**config.mk**
```make
export PLATFORM = sky130hd
export DESIGN_NAME = windowed_peak_power_db_flat
export DESIGN_NICKNAME = d
export VERILOG_FILES = /design/src/rtl/wppd_pkg.sv /design/src/rtl/wppd_in_if.sv /design/src/rtl/wppd_out_if.sv /design/src/rtl/wppd_front.sv /design/src/rtl/wppd_queue.sv /design/src/rtl/wppd_back.sv /design/src/rtl/windowed_peak_power_db.sv /design/src/flat_wrapper.sv
export SDC_FILE = /design/constraint.sdc
export NUM_CORES = 2
export LEC_CHECK = 0
export BUFFER_PORTS_ARGS = -buffer_cell sky130_fd_sc_hd__buf_2
export CORE_ASPECT_RATIO = 0.7
export CORE_MARGIN = 5
export CORE_UTILIZATION = 59
export DETAILED_ROUTE_END_ITERATION = 6
export HOLD_SLACK_MARGIN = 0.02
export PLACE_DENSITY = 0.75
export SLEW_MARGIN = 40
export SYNTH_ARGS = -nofsm -noshare
export SYNTH_HDL_FRONTEND = slang
export SYNTH_SLANG_ARGS = --single-unit
```
**constraint.sdc**
```tcl
create_clock -name clk -period 9.33 [get_ports clk]
set_input_delay 0.933 -clock clk [delete_from_list [all_inputs] [get_ports clk]]
set_output_delay 0.933 -clock clk [all_outputs]
set_load 0.02 [all_outputs]
```
**src/rtl/wppd_pkg.sv**
```systemverilog
package wppd_pkg;

  localparam int SAMPLE_BITS = 16;
  localparam int COUNT_BITS  = 24;

  // configuration port
  localparam int WL_BITS        = 24;
  localparam int CFG_INDEX_BITS = 1;
  localparam int CFG_DATA_BITS  = 24;

  localparam logic [CFG_INDEX_BITS-1:0] REG_WINDOW_LENGTH = 1'd0;
  localparam logic [CFG_INDEX_BITS-1:0] REG_COMPLEX_MODE  = 1'd1;

  // peak queue between front and back
  localparam int Q_DEPTH = 4;

  // result format, 1/256 dB
  localparam int DB_BITS  = 17;
  localparam int FLOOR_DB = -51200;
  localparam int CEIL_DB  = 1024;

  // 256*10*log10(2) in Q16
  localparam int DB_SCALE_Q16 = 50504453;

  // round(65536*log2(1+k/16)), k = 0..16
  localparam logic [16:0] LOG_FRAC_TAB [17] = '{
    17'd0,     17'd5732,  17'd11136, 17'd16248, 17'd21098, 17'd25711,
    17'd30109, 17'd34312, 17'd38336, 17'd42196, 17'd45904, 17'd49472,
    17'd52911, 17'd56228, 17'd59434, 17'd62534, 17'd65536
  };

endpackage

```
**src/rtl/wppd_in_if.sv**
```systemverilog
interface wppd_in_if #(
  parameter int SAMPLE_BITS = wppd_pkg::SAMPLE_BITS
) ();
  logic                          valid;
  logic                          ready;
  logic signed [SAMPLE_BITS-1:0] i_sample;
  logic signed [SAMPLE_BITS-1:0] q_sample;

  modport source (output valid, output i_sample, output q_sample, input ready);
  modport sink (input valid, input i_sample, input q_sample, output ready);
endinterface

```
**src/rtl/wppd_out_if.sv**
```systemverilog
interface wppd_out_if ();
  logic                                valid;
  logic                                ready;
  logic signed [wppd_pkg::DB_BITS-1:0] peak_db;
  logic                                at_floor;

  modport source (output valid, output peak_db, output at_floor, input ready);
  modport sink (input valid, input peak_db, input at_floor, output ready);
endinterface

```
**src/rtl/wppd_front.sv**
```systemverilog
module wppd_front #(
  parameter int SAMPLE_BITS = wppd_pkg::SAMPLE_BITS,
  parameter int COUNT_BITS  = wppd_pkg::COUNT_BITS
) (
  input  logic                                    clk,
  input  logic                                    rst,
  input  logic                                    cfg_we,
  input  logic [wppd_pkg::CFG_INDEX_BITS-1:0]     cfg_index,
  input  logic [wppd_pkg::CFG_DATA_BITS-1:0]      cfg_data,
  wppd_in_if.sink                                 samples,
  output logic                                    push,
  output logic [2*SAMPLE_BITS-1:0]                push_peak,
  input  logic                                    full
);

  localparam int PW   = 2 * SAMPLE_BITS;
  localparam int WLW  = wppd_pkg::WL_BITS;
  localparam int CMPW = (COUNT_BITS + 1 > WLW) ? COUNT_BITS + 1 : WLW;

  logic [WLW-1:0]         window_length;
  logic                   complex_mode;
  logic [COUNT_BITS-1:0]  frame_count;
  logic [COUNT_BITS-1:0]  frame_count_next;
  logic                   s1_valid;
  logic                   s1_close;
  logic [SAMPLE_BITS-1:0] s1_mag_i;
  logic [SAMPLE_BITS-1:0] s1_mag_q;
  logic                   s2_valid;
  logic                   s2_close;
  logic [PW-1:0]          s2_sq_i;
  logic [PW-1:0]          s2_sq_q;
  logic [PW-1:0]          peak_power;
  logic [PW-1:0]          peak_next;
  logic [PW-1:0]          power;
  logic [CMPW-1:0]        count_inc;
  logic                   close_now;
  logic                   accept;
  logic                   stall;

  function automatic logic [SAMPLE_BITS-1:0] magnitude(input logic [SAMPLE_BITS-1:0] v);
    return v[SAMPLE_BITS-1] ? (~v + SAMPLE_BITS'(1)) : v;
  endfunction

  // front stalls only when a window closes into a full queue
  assign stall         = s2_valid & s2_close & full;
  assign samples.ready = ~stall;
  assign accept        = samples.valid & samples.ready;

  // effective window is min(window_length, 2^COUNT_BITS), zero acts as one
  assign count_inc = CMPW'(frame_count) + CMPW'(1);
  assign close_now = (window_length == '0) || (count_inc >= CMPW'(window_length)) ||
                     (&frame_count);
  assign frame_count_next = close_now ? '0 : frame_count + COUNT_BITS'(1);

  assign power     = s2_sq_i + s2_sq_q;
  assign peak_next = (power > peak_power) ? power : peak_power;
  assign push      = s2_valid & s2_close & ~full;
  assign push_peak = peak_next;

  always_ff @(posedge clk) begin
    if (rst) begin
      window_length <= WLW'(1);
      complex_mode  <= 1'b1;
      frame_count   <= '0;
      s1_valid      <= 1'b0;
      s2_valid      <= 1'b0;
      peak_power    <= '0;
    end else begin
      if (cfg_we) begin
        unique case (cfg_index)
          wppd_pkg::REG_WINDOW_LENGTH: window_length <= cfg_data[WLW-1:0];
          wppd_pkg::REG_COMPLEX_MODE:  complex_mode  <= cfg_data[0];
        endcase
      end
      if (!stall) begin
        s1_valid <= accept;
        s2_valid <= s1_valid;
      end
      if (accept) begin
        frame_count <= frame_count_next;
      end
      if (s2_valid && !stall) begin
        peak_power <= s2_close ? '0 : peak_next;
      end
    end
  end

  always_ff @(posedge clk) begin
    if (accept) begin
      s1_mag_i <= magnitude(samples.i_sample);
      s1_mag_q <= complex_mode ? magnitude(samples.q_sample) : '0;
      s1_close <= close_now;
    end
    if (!stall) begin
      s2_sq_i  <= PW'(s1_mag_i) * PW'(s1_mag_i);
      s2_sq_q  <= PW'(s1_mag_q) * PW'(s1_mag_q);
      s2_close <= s1_close;
    end
  end

endmodule

```
**src/rtl/wppd_queue.sv**
```systemverilog
module wppd_queue #(
  parameter int WIDTH = 2 * wppd_pkg::SAMPLE_BITS,
  parameter int DEPTH = wppd_pkg::Q_DEPTH
) (
  input  logic             clk,
  input  logic             rst,
  input  logic             push,
  input  logic [WIDTH-1:0] push_data,
  output logic             full,
  input  logic             pop,
  output logic [WIDTH-1:0] pop_data,
  output logic             empty
);

  localparam int AW = (DEPTH > 1) ? $clog2(DEPTH) : 1;

  logic [WIDTH-1:0] entries [DEPTH];
  logic [AW-1:0]    wr_ptr;
  logic [AW-1:0]    rd_ptr;
  logic [AW:0]      count;

  function automatic logic [AW-1:0] wrap_inc(input logic [AW-1:0] ptr);
    return (ptr == AW'(DEPTH - 1)) ? '0 : ptr + AW'(1);
  endfunction

  assign full     = (count == (AW + 1)'(DEPTH));
  assign empty    = (count == '0);
  assign pop_data = entries[rd_ptr];

  always_ff @(posedge clk) begin
    if (rst) begin
      wr_ptr <= '0;
      rd_ptr <= '0;
      count  <= '0;
    end else begin
      if (push) begin
        wr_ptr <= wrap_inc(wr_ptr);
      end
      if (pop) begin
        rd_ptr <= wrap_inc(rd_ptr);
      end
      if (push && !pop) begin
        count <= count + (AW + 1)'(1);
      end else if (pop && !push) begin
        count <= count - (AW + 1)'(1);
      end
    end
  end

  always_ff @(posedge clk) begin
    if (push) begin
      entries[wr_ptr] <= push_data;
    end
  end

  a_no_push_when_full: assert property (@(posedge clk) disable iff (rst) push |-> !full)
    else $error("peak queue overflow");
  a_no_pop_when_empty: assert property (@(posedge clk) disable iff (rst) pop |-> !empty)
    else $error("peak queue underflow");
  a_count_bounded: assert property (@(posedge clk) disable iff (rst)
      count <= (AW + 1)'(DEPTH))
    else $error("peak queue count out of range");

endmodule

```
**src/rtl/wppd_back.sv**
```systemverilog
module wppd_back #(
  parameter int SAMPLE_BITS = wppd_pkg::SAMPLE_BITS
) (
  input  logic                     clk,
  input  logic                     rst,
  output logic                     pop,
  input  logic [2*SAMPLE_BITS-1:0] peak,
  input  logic                     empty,
  wppd_out_if.source               results
);

  localparam int PW         = 2 * SAMPLE_BITS;
  localparam int LW         = $clog2(PW);
  localparam int NW         = PW + 16;
  localparam int XW         = LW + 17;
  localparam int PRW        = XW + 27;
  localparam int OFFSET_INT = (PW - 2) * 65536;
  localparam int DBW        = wppd_pkg::DB_BITS;

  localparam logic [XW-1:0]         OFFSET = XW'(OFFSET_INT);
  localparam logic signed [PRW-1:0] SCALE  = PRW'(wppd_pkg::DB_SCALE_Q16);
  localparam logic signed [PRW-1:0] HALF   = PRW'(33'h0_8000_0000);

  logic adv;

  logic                 b1_valid;
  logic                 b1_zero;
  logic [LW-1:0]        b1_e;
  logic [PW-1:0]        b1_p;
  logic                 b2_valid;
  logic                 b2_zero;
  logic [LW-1:0]        b2_e;
  logic [15:0]          b2_f;
  logic                 b3_valid;
  logic                 b3_zero;
  logic [LW-1:0]        b3_e;
  logic [15:0]          b3_lo;
  logic [24:0]          b3_d;
  logic                 b4_valid;
  logic                 b4_zero;
  logic signed [XW-1:0] b4_x;
  logic                 b5_valid;
  logic                 b5_zero;
  logic signed [PRW-1:0] b5_prod;
  logic                 out_valid;
  logic signed [DBW-1:0] out_db;
  logic                 out_floor;

  logic [LW-1:0]         lod;
  logic [NW-1:0]         norm;
  logic [4:0]            tab_idx;
  logic [16:0]           tab_lo;
  logic [16:0]           tab_hi;
  logic [12:0]           tab_diff;
  logic [XW-1:0]         log_pos;
  logic signed [PRW-1:0] rnd;
  logic signed [31:0]    db_raw;
  logic signed [31:0]    db_clamped;

  assign adv = ~out_valid | results.ready;
  assign pop = adv & ~empty;

  // leading one of the queue head
  always_comb begin
    lod = '0;
    for (int k = 0; k < PW; k++) begin
      if (peak[k]) begin
        lod = LW'(k);
      end
    end
  end

  // normalize so the leading one sits at the top, take the 16 bits below it
  assign norm = {b1_p, 16'b0} << (LW'(PW - 1) - b1_e);

  assign tab_idx  = {1'b0, b2_f[15:12]};
  assign tab_lo   = wppd_pkg::LOG_FRAC_TAB[tab_idx];
  assign tab_hi   = wppd_pkg::LOG_FRAC_TAB[tab_idx + 5'd1];
  assign tab_diff = 13'(tab_hi - tab_lo);

  assign log_pos = XW'({b3_e, 16'b0}) + XW'(b3_lo) + XW'(b3_d[24:12]);

  // floor((x*scale + 2^31) / 2^32), then clamp
  assign rnd    = b5_prod + HALF;
  assign db_raw = 32'($signed(rnd[PRW-1:32]));

  always_comb begin
    priority if (b5_zero) begin
      db_clamped = wppd_pkg::FLOOR_DB;
    end else if (db_raw < wppd_pkg::FLOOR_DB) begin
      db_clamped = wppd_pkg::FLOOR_DB;
    end else if (db_raw > wppd_pkg::CEIL_DB) begin
      db_clamped = wppd_pkg::CEIL_DB;
    end else begin
      db_clamped = db_raw;
    end
  end

  always_ff @(posedge clk) begin
    if (rst) begin
      b1_valid  <= 1'b0;
      b2_valid  <= 1'b0;
      b3_valid  <= 1'b0;
      b4_valid  <= 1'b0;
      b5_valid  <= 1'b0;
      out_valid <= 1'b0;
    end else if (adv) begin
      b1_valid  <= pop;
      b2_valid  <= b1_valid;
      b3_valid  <= b2_valid;
      b4_valid  <= b3_valid;
      b5_valid  <= b4_valid;
      out_valid <= b5_valid;
    end
  end

  always_ff @(posedge clk) begin
    if (adv) begin
      b1_p      <= peak;
      b1_e      <= lod;
      b1_zero   <= (peak == '0);
      b2_f      <= norm[NW-2 -: 16];
      b2_e      <= b1_e;
      b2_zero   <= b1_zero;
      b3_lo     <= tab_lo[15:0];
      b3_d      <= 25'(tab_diff) * 25'(b2_f[11:0]);
      b3_e      <= b2_e;
      b3_zero   <= b2_zero;
      b4_x      <= $signed(log_pos - OFFSET);
      b4_zero   <= b3_zero;
      b5_prod   <= PRW'(b4_x) * SCALE;
      b5_zero   <= b4_zero;
      out_db    <= DBW'(db_clamped);
      out_floor <= b5_zero;
    end
  end

  assign results.valid    = out_valid;
  assign results.peak_db  = out_db;
  assign results.at_floor = out_floor;

  a_lod_hits_one: assert property (@(posedge clk) disable iff (rst)
      b1_valid && !b1_zero |-> b1_p[b1_e])
    else $error("leading one detect missed");
  a_floor_value: assert property (@(posedge clk) disable iff (rst)
      out_valid && out_floor |-> out_db == DBW'(wppd_pkg::FLOOR_DB))
    else $error("floor flag without floor value");

endmodule

```
**src/rtl/windowed_peak_power_db.sv**
```systemverilog
// the last frame of a window reaches the output register through front stages s1, s2,
// the peak queue and back stages b1 to b5
// throughput: one frame per clock; the input stalls only while a closing window finds
// the 4-entry peak queue full, and the queue fills only under output backpressure
// reset (rst, synchronous): window_length 1, complex_mode 1, frame count and peak cleared
module windowed_peak_power_db #(
  parameter int SAMPLE_BITS = wppd_pkg::SAMPLE_BITS,
  parameter int COUNT_BITS  = wppd_pkg::COUNT_BITS
) (
  input  logic                                clk,
  input  logic                                rst,
  input  logic                                cfg_we,
  input  logic [wppd_pkg::CFG_INDEX_BITS-1:0] cfg_index,
  input  logic [wppd_pkg::CFG_DATA_BITS-1:0]  cfg_data,
  wppd_in_if.sink                             samples,
  wppd_out_if.source                          results
);

  // frame power is at most 2^(2*SAMPLE_BITS-1), so the peak fits in 2*SAMPLE_BITS bits
  localparam int PW = 2 * SAMPLE_BITS;

  // front to queue: one push per closed window
  logic          push;
  logic [PW-1:0] push_peak;
  logic          full;

  // queue to back
  logic          pop;
  logic [PW-1:0] head_peak;
  logic          empty;

  // front: config registers, sample magnitude, squares, running max and window counter
  // one frame per cycle unless a full queue stalls it, through two register stages, then the max update
  wppd_front #(
    .SAMPLE_BITS (SAMPLE_BITS),
    .COUNT_BITS  (COUNT_BITS)
  ) u_front (
    .clk       (clk),
    .rst       (rst),
    .cfg_we    (cfg_we),
    .cfg_index (cfg_index),
    .cfg_data  (cfg_data),
    .samples   (samples),
    .push      (push),
    .push_peak (push_peak),
    .full      (full)
  );

  // short queue of window peaks, lets the front keep running while a result waits
  wppd_queue #(
    .WIDTH (PW),
    .DEPTH (wppd_pkg::Q_DEPTH)
  ) u_queue (
    .clk       (clk),
    .rst       (rst),
    .push      (push),
    .push_data (push_peak),
    .full      (full),
    .pop       (pop),
    .pop_data  (head_peak),
    .empty     (empty)
  );

  // back: leading-one detect, normalize, log2 table with interpolation, scale to dB,
  // round and clamp; six stages ending in the output register
  wppd_back #(
    .SAMPLE_BITS (SAMPLE_BITS)
  ) u_back (
    .clk     (clk),
    .rst     (rst),
    .pop     (pop),
    .peak    (head_peak),
    .empty   (empty),
    .results (results)
  );

endmodule
```
**src/flat_wrapper.sv**
```systemverilog
// flat-port wrapper written by rule: the top's interface ports become plain ports
module windowed_peak_power_db_flat 
#(
  parameter int SAMPLE_BITS = wppd_pkg::SAMPLE_BITS,
  parameter int COUNT_BITS  = wppd_pkg::COUNT_BITS
)
  (clk, rst, cfg_we, cfg_index, cfg_data, samples_valid, samples_i_sample, samples_q_sample, samples_ready, results_valid, results_peak_db, results_at_floor, results_ready);
  wppd_in_if #(.SAMPLE_BITS(SAMPLE_BITS)) samples_i ();
  wppd_out_if results_i ();
  input  logic clk;
  input  logic rst;
  input  logic cfg_we;
  input  logic [wppd_pkg::CFG_INDEX_BITS-1:0] cfg_index;
  input  logic [wppd_pkg::CFG_DATA_BITS-1:0] cfg_data;
  input wire logic [$bits(samples_i.valid)-1:0] samples_valid;
  input wire logic [$bits(samples_i.i_sample)-1:0] samples_i_sample;
  input wire logic [$bits(samples_i.q_sample)-1:0] samples_q_sample;
  output wire logic [$bits(samples_i.ready)-1:0] samples_ready;
  output wire logic [$bits(results_i.valid)-1:0] results_valid;
  output wire logic [$bits(results_i.peak_db)-1:0] results_peak_db;
  output wire logic [$bits(results_i.at_floor)-1:0] results_at_floor;
  input wire logic [$bits(results_i.ready)-1:0] results_ready;
  assign samples_i.valid = samples_valid;
  assign samples_i.i_sample = samples_i_sample;
  assign samples_i.q_sample = samples_q_sample;
  assign samples_ready = samples_i.ready;
  assign results_valid = results_i.valid;
  assign results_peak_db = results_i.peak_db;
  assign results_at_floor = results_i.at_floor;
  assign results_i.ready = results_ready;
  windowed_peak_power_db #(.SAMPLE_BITS(SAMPLE_BITS), .COUNT_BITS(COUNT_BITS)) u_core (.clk(clk), .rst(rst), .cfg_we(cfg_we), .cfg_index(cfg_index), .cfg_data(cfg_data), .samples(samples_i), .results(results_i));
endmodule
```
==> flow_summary.yaml <==
setup_path:
  reg2regPathDepth: 37
  crit_path_top_delay_cell: "fa_1"
  r2r_start: "u_core.u_back.b2_f[12]"
  regToRegSetupSlack_ns: 0.66
  cp_common_cell: "fa_1"
  crit_fanout: 11
  r2r-end: "u_core.u_back.b3_d[24]"
  critPathArrivalTime_ns: 9.02
  endpoint_kind: "register"
  crit_required_ns: 9.68
  slowest_delay_ns: 0.53
  start_kind: "register"
  crit_type: "register to register"
global_route:
  antenna_found_initial: 0
  grt.total_usage: 0.240
  grt_overflow_total: 0
  grt_pass1_vias: 34800
  grt_pass1_wl_mm: 178
  grt_max_degree: 82
floorplan:
  coreArea_um2: 84300
  placementRows: 89
  dieArea_um2: 91100
  io_pins: 82
  start_util: 0.595
  dieWidth_um: 359
  die_h_um: 254
final_layout:
  seq_area_um2: 13300
  n_antenna_cell: 0
  stdcell_area_um2: 53600
  nets: 6190
  nFillCells: 6692
  multi_input_comb_area_um2: 33000
  syn2layout_area_growth_pct: 6.75
  drive_above_1_share: 0.0698
clock_tree:
  clk_pin_slew_worst_paths_ns: 0.06
  cts_buffer_depth: 3
  htreeDepth: 2
  cts_hold_buf: 0
  clkSinkCount: 476
  cts_root_buffer: "clkbuf_16"
  cts_buffers: 51
  cts_tree: "yes"
  clock_latency_ns: 0.64
detailed_routing:
  vias: 34000
  drc_errors: 0
  drt-total-wl_mm: 107
  avgViaCountPerCell: 5.57
  wl_per_cell_um: 17.5
  dr.pass1.iters: 5
  antenna_left: 0
  drtIter0Drc: 2462
sta:
  worst_pin_slew_ns: 0.825
  hold_violations: 0
  fin_crit_ns: 8.67
  fmax_mhz: 115
  maxSlewViolCount: 0
  fin_crit_sh: 0.929
  fin_setup_tns_ns: 0
  worst_slack_ns: 0.664
  skew_ns: 0.0427
  rsz0062_at_grt: "false"
  slew_headroom: 0.450
  holdWs_ns: 0.423
  setup_violations: 0
logic_synthesis:
  ys_warn_count: 0
  synthArstFlopShare: 0
  synthTopCellsByArea: "edfxtp_1, fa_1, ha_1, inv_1, dfxtp_1"
  synth_flop_cell: "edfxtp_1"
  ys_types: 86
  avgSynthCellArea_um2: 10.2
  synth_common_cells: "inv_1, ha_1, fa_1"
  yosys_register_bits: 476
  synth.most_common_cell: "inv_1"
  syn_nets: 6165
  synth_top_cell_area_share: 0.226
  synth_cells: 4903
  synth_top_area_cell: "edfxtp_1"
  seq_area_frac_synth: 0.265
  syn_area_um2: 50200
  synth-edff-count: 378
place:
  dp_slack_ns: -0.166
  place_congestion: 0.878
  port_buffers: 81
  postPlaceCellArea_um2: 51700
  dp_hpwl_mm: 84.9
run_status:
  status: "completed"
min_path:
  hold_depth: 0
  hold-path-endpoint: "u_core.u_back.b4_zero"
  hp-class: "register to register"
  worstHoldStart: "u_core.u_back.b3_zero"
job:
  cap_violations: 0
-- critical path: cells and delay by family, from the launching register on --
family          cells  cell delay, ns
buf+inv             7            0.74
fa+ha+maj           9            3.78
compound gates     15            2.57
xor+xnor            2            0.31
flops               1            0.36
mux                 1            0.09
simple gates        3            0.56
-- logic make-up after synthesis --
logic type      synth area share
mux                       0.0361
buf+inv                   0.0792
simple gates               0.115
flops                      0.265
xor+xnor                  0.0363
fa+ha+maj                  0.383
compound gates            0.0846
-- area by class of cell --
cell class / instances / area share
clock buffer: 65 / 0.0259
sequential: 476 / 0.249
multi-input combinational: 3381 / 0.616
inverter: 894 / 0.0627
tap: 1137 / 0.0266
timing repair buffer: 124 / 0.0139
clock inverter: 31 / 0.00612
-- stage by stage --
stage	instances	util
after floorplan	4903	-
after global placement	6005	0.613
after detailed placement	6006	0.613
after CTS	6102	0.634
after global routing	6108	0.635
final	6108	0.635
-- sequential cells by signal (all words and copies together), names as in the netlist, 3 cells and up, named ones only --
register,cells
u_core.u_queue.entries,128
u_core.u_front.peak_power,32
u_core.u_back.b1_p,31
u_core.u_front.s2_sq_i,31
u_core.u_front.s2_sq_q,31
u_core.u_front.frame_count,24
u_core.u_front.window_length,24
u_core.u_back.b4_x,22
u_core.u_back.b5_prod,18
u_core.u_back.results.peak_db,17
u_core.u_back.b2_f,16
u_core.u_back.b3_lo,16
u_core.u_front.s1_mag_i,16
u_core.u_front.s1_mag_q,16
u_core.u_back.b3_d,13
u_core.u_back.b1_e,5
u_core.u_back.b2_e,5
u_core.u_back.b3_e,5
u_core.u_queue.count,3
-- cells in the final DEF (no fill, tap or decap), types with 46 or more instances in the layout --
master	netlist	layout
nor3_1	56	55
mux2i_1	46	46
nor2_1	246	242
xor2_1	52	51
edfxtp_1	378	378
clkbuf_16	0	52
inv_1	891	890
fa_1	562	562
dfxtp_1	98	97
xnor2_1	156	155
nand2_1	404	404
nand3_1	66	65
buf_2	11	81
a21o_1	61	61
and2_1	186	186
a21oi_1	174	172
o21ai_0	158	158
ha_1	638	637
nor2b_1	53	53
-- timing repair --
action / 4_1_cts / 5_1_grt
buffers inserted: 0 / 6
hold endpoints to repair: 0 / 0
pin swaps: 0 / 2
endpoints found under the setup margin: 2 / 8
resized for setup: 3 / 15
-- worst max-delay path by stage --
stage | from | end | slack, ns | cells after the start
after detailed placement | u_core.u_back.b2_f[13] | u_core.u_back.b3_d[24] | -0.17 | 33
after floorplan | u_core.u_back.b2_f[13] | u_core.u_back.b3_d[24] | 0.54 | 34
after global placement | u_core.u_back.b2_f[13] | u_core.u_back.b3_d[24] | 0.11 | 33
after CTS | u_core.u_back.b2_f[13] | u_core.u_back.b3_d[24] | 0.11 | 37
final | u_core.u_back.b2_f[12] | u_core.u_back.b3_d[24] | 0.66 | 37
after global routing | u_core.u_back.b2_f[13] | u_core.u_back.b3_d[24] | 0.04 | 38
-- routing by layer --
metal / track usage / wire, um
met5: 0 / 0
met2: 0.385 / 48600
met4: 0.0444 / 1650
met1: 0.355 / 50300
met3: 0.0349 / 6180
Power is left out: the tool's default activity adds up to more than one toggle a clock period on the data nets, which glitch-free logic cannot reach.
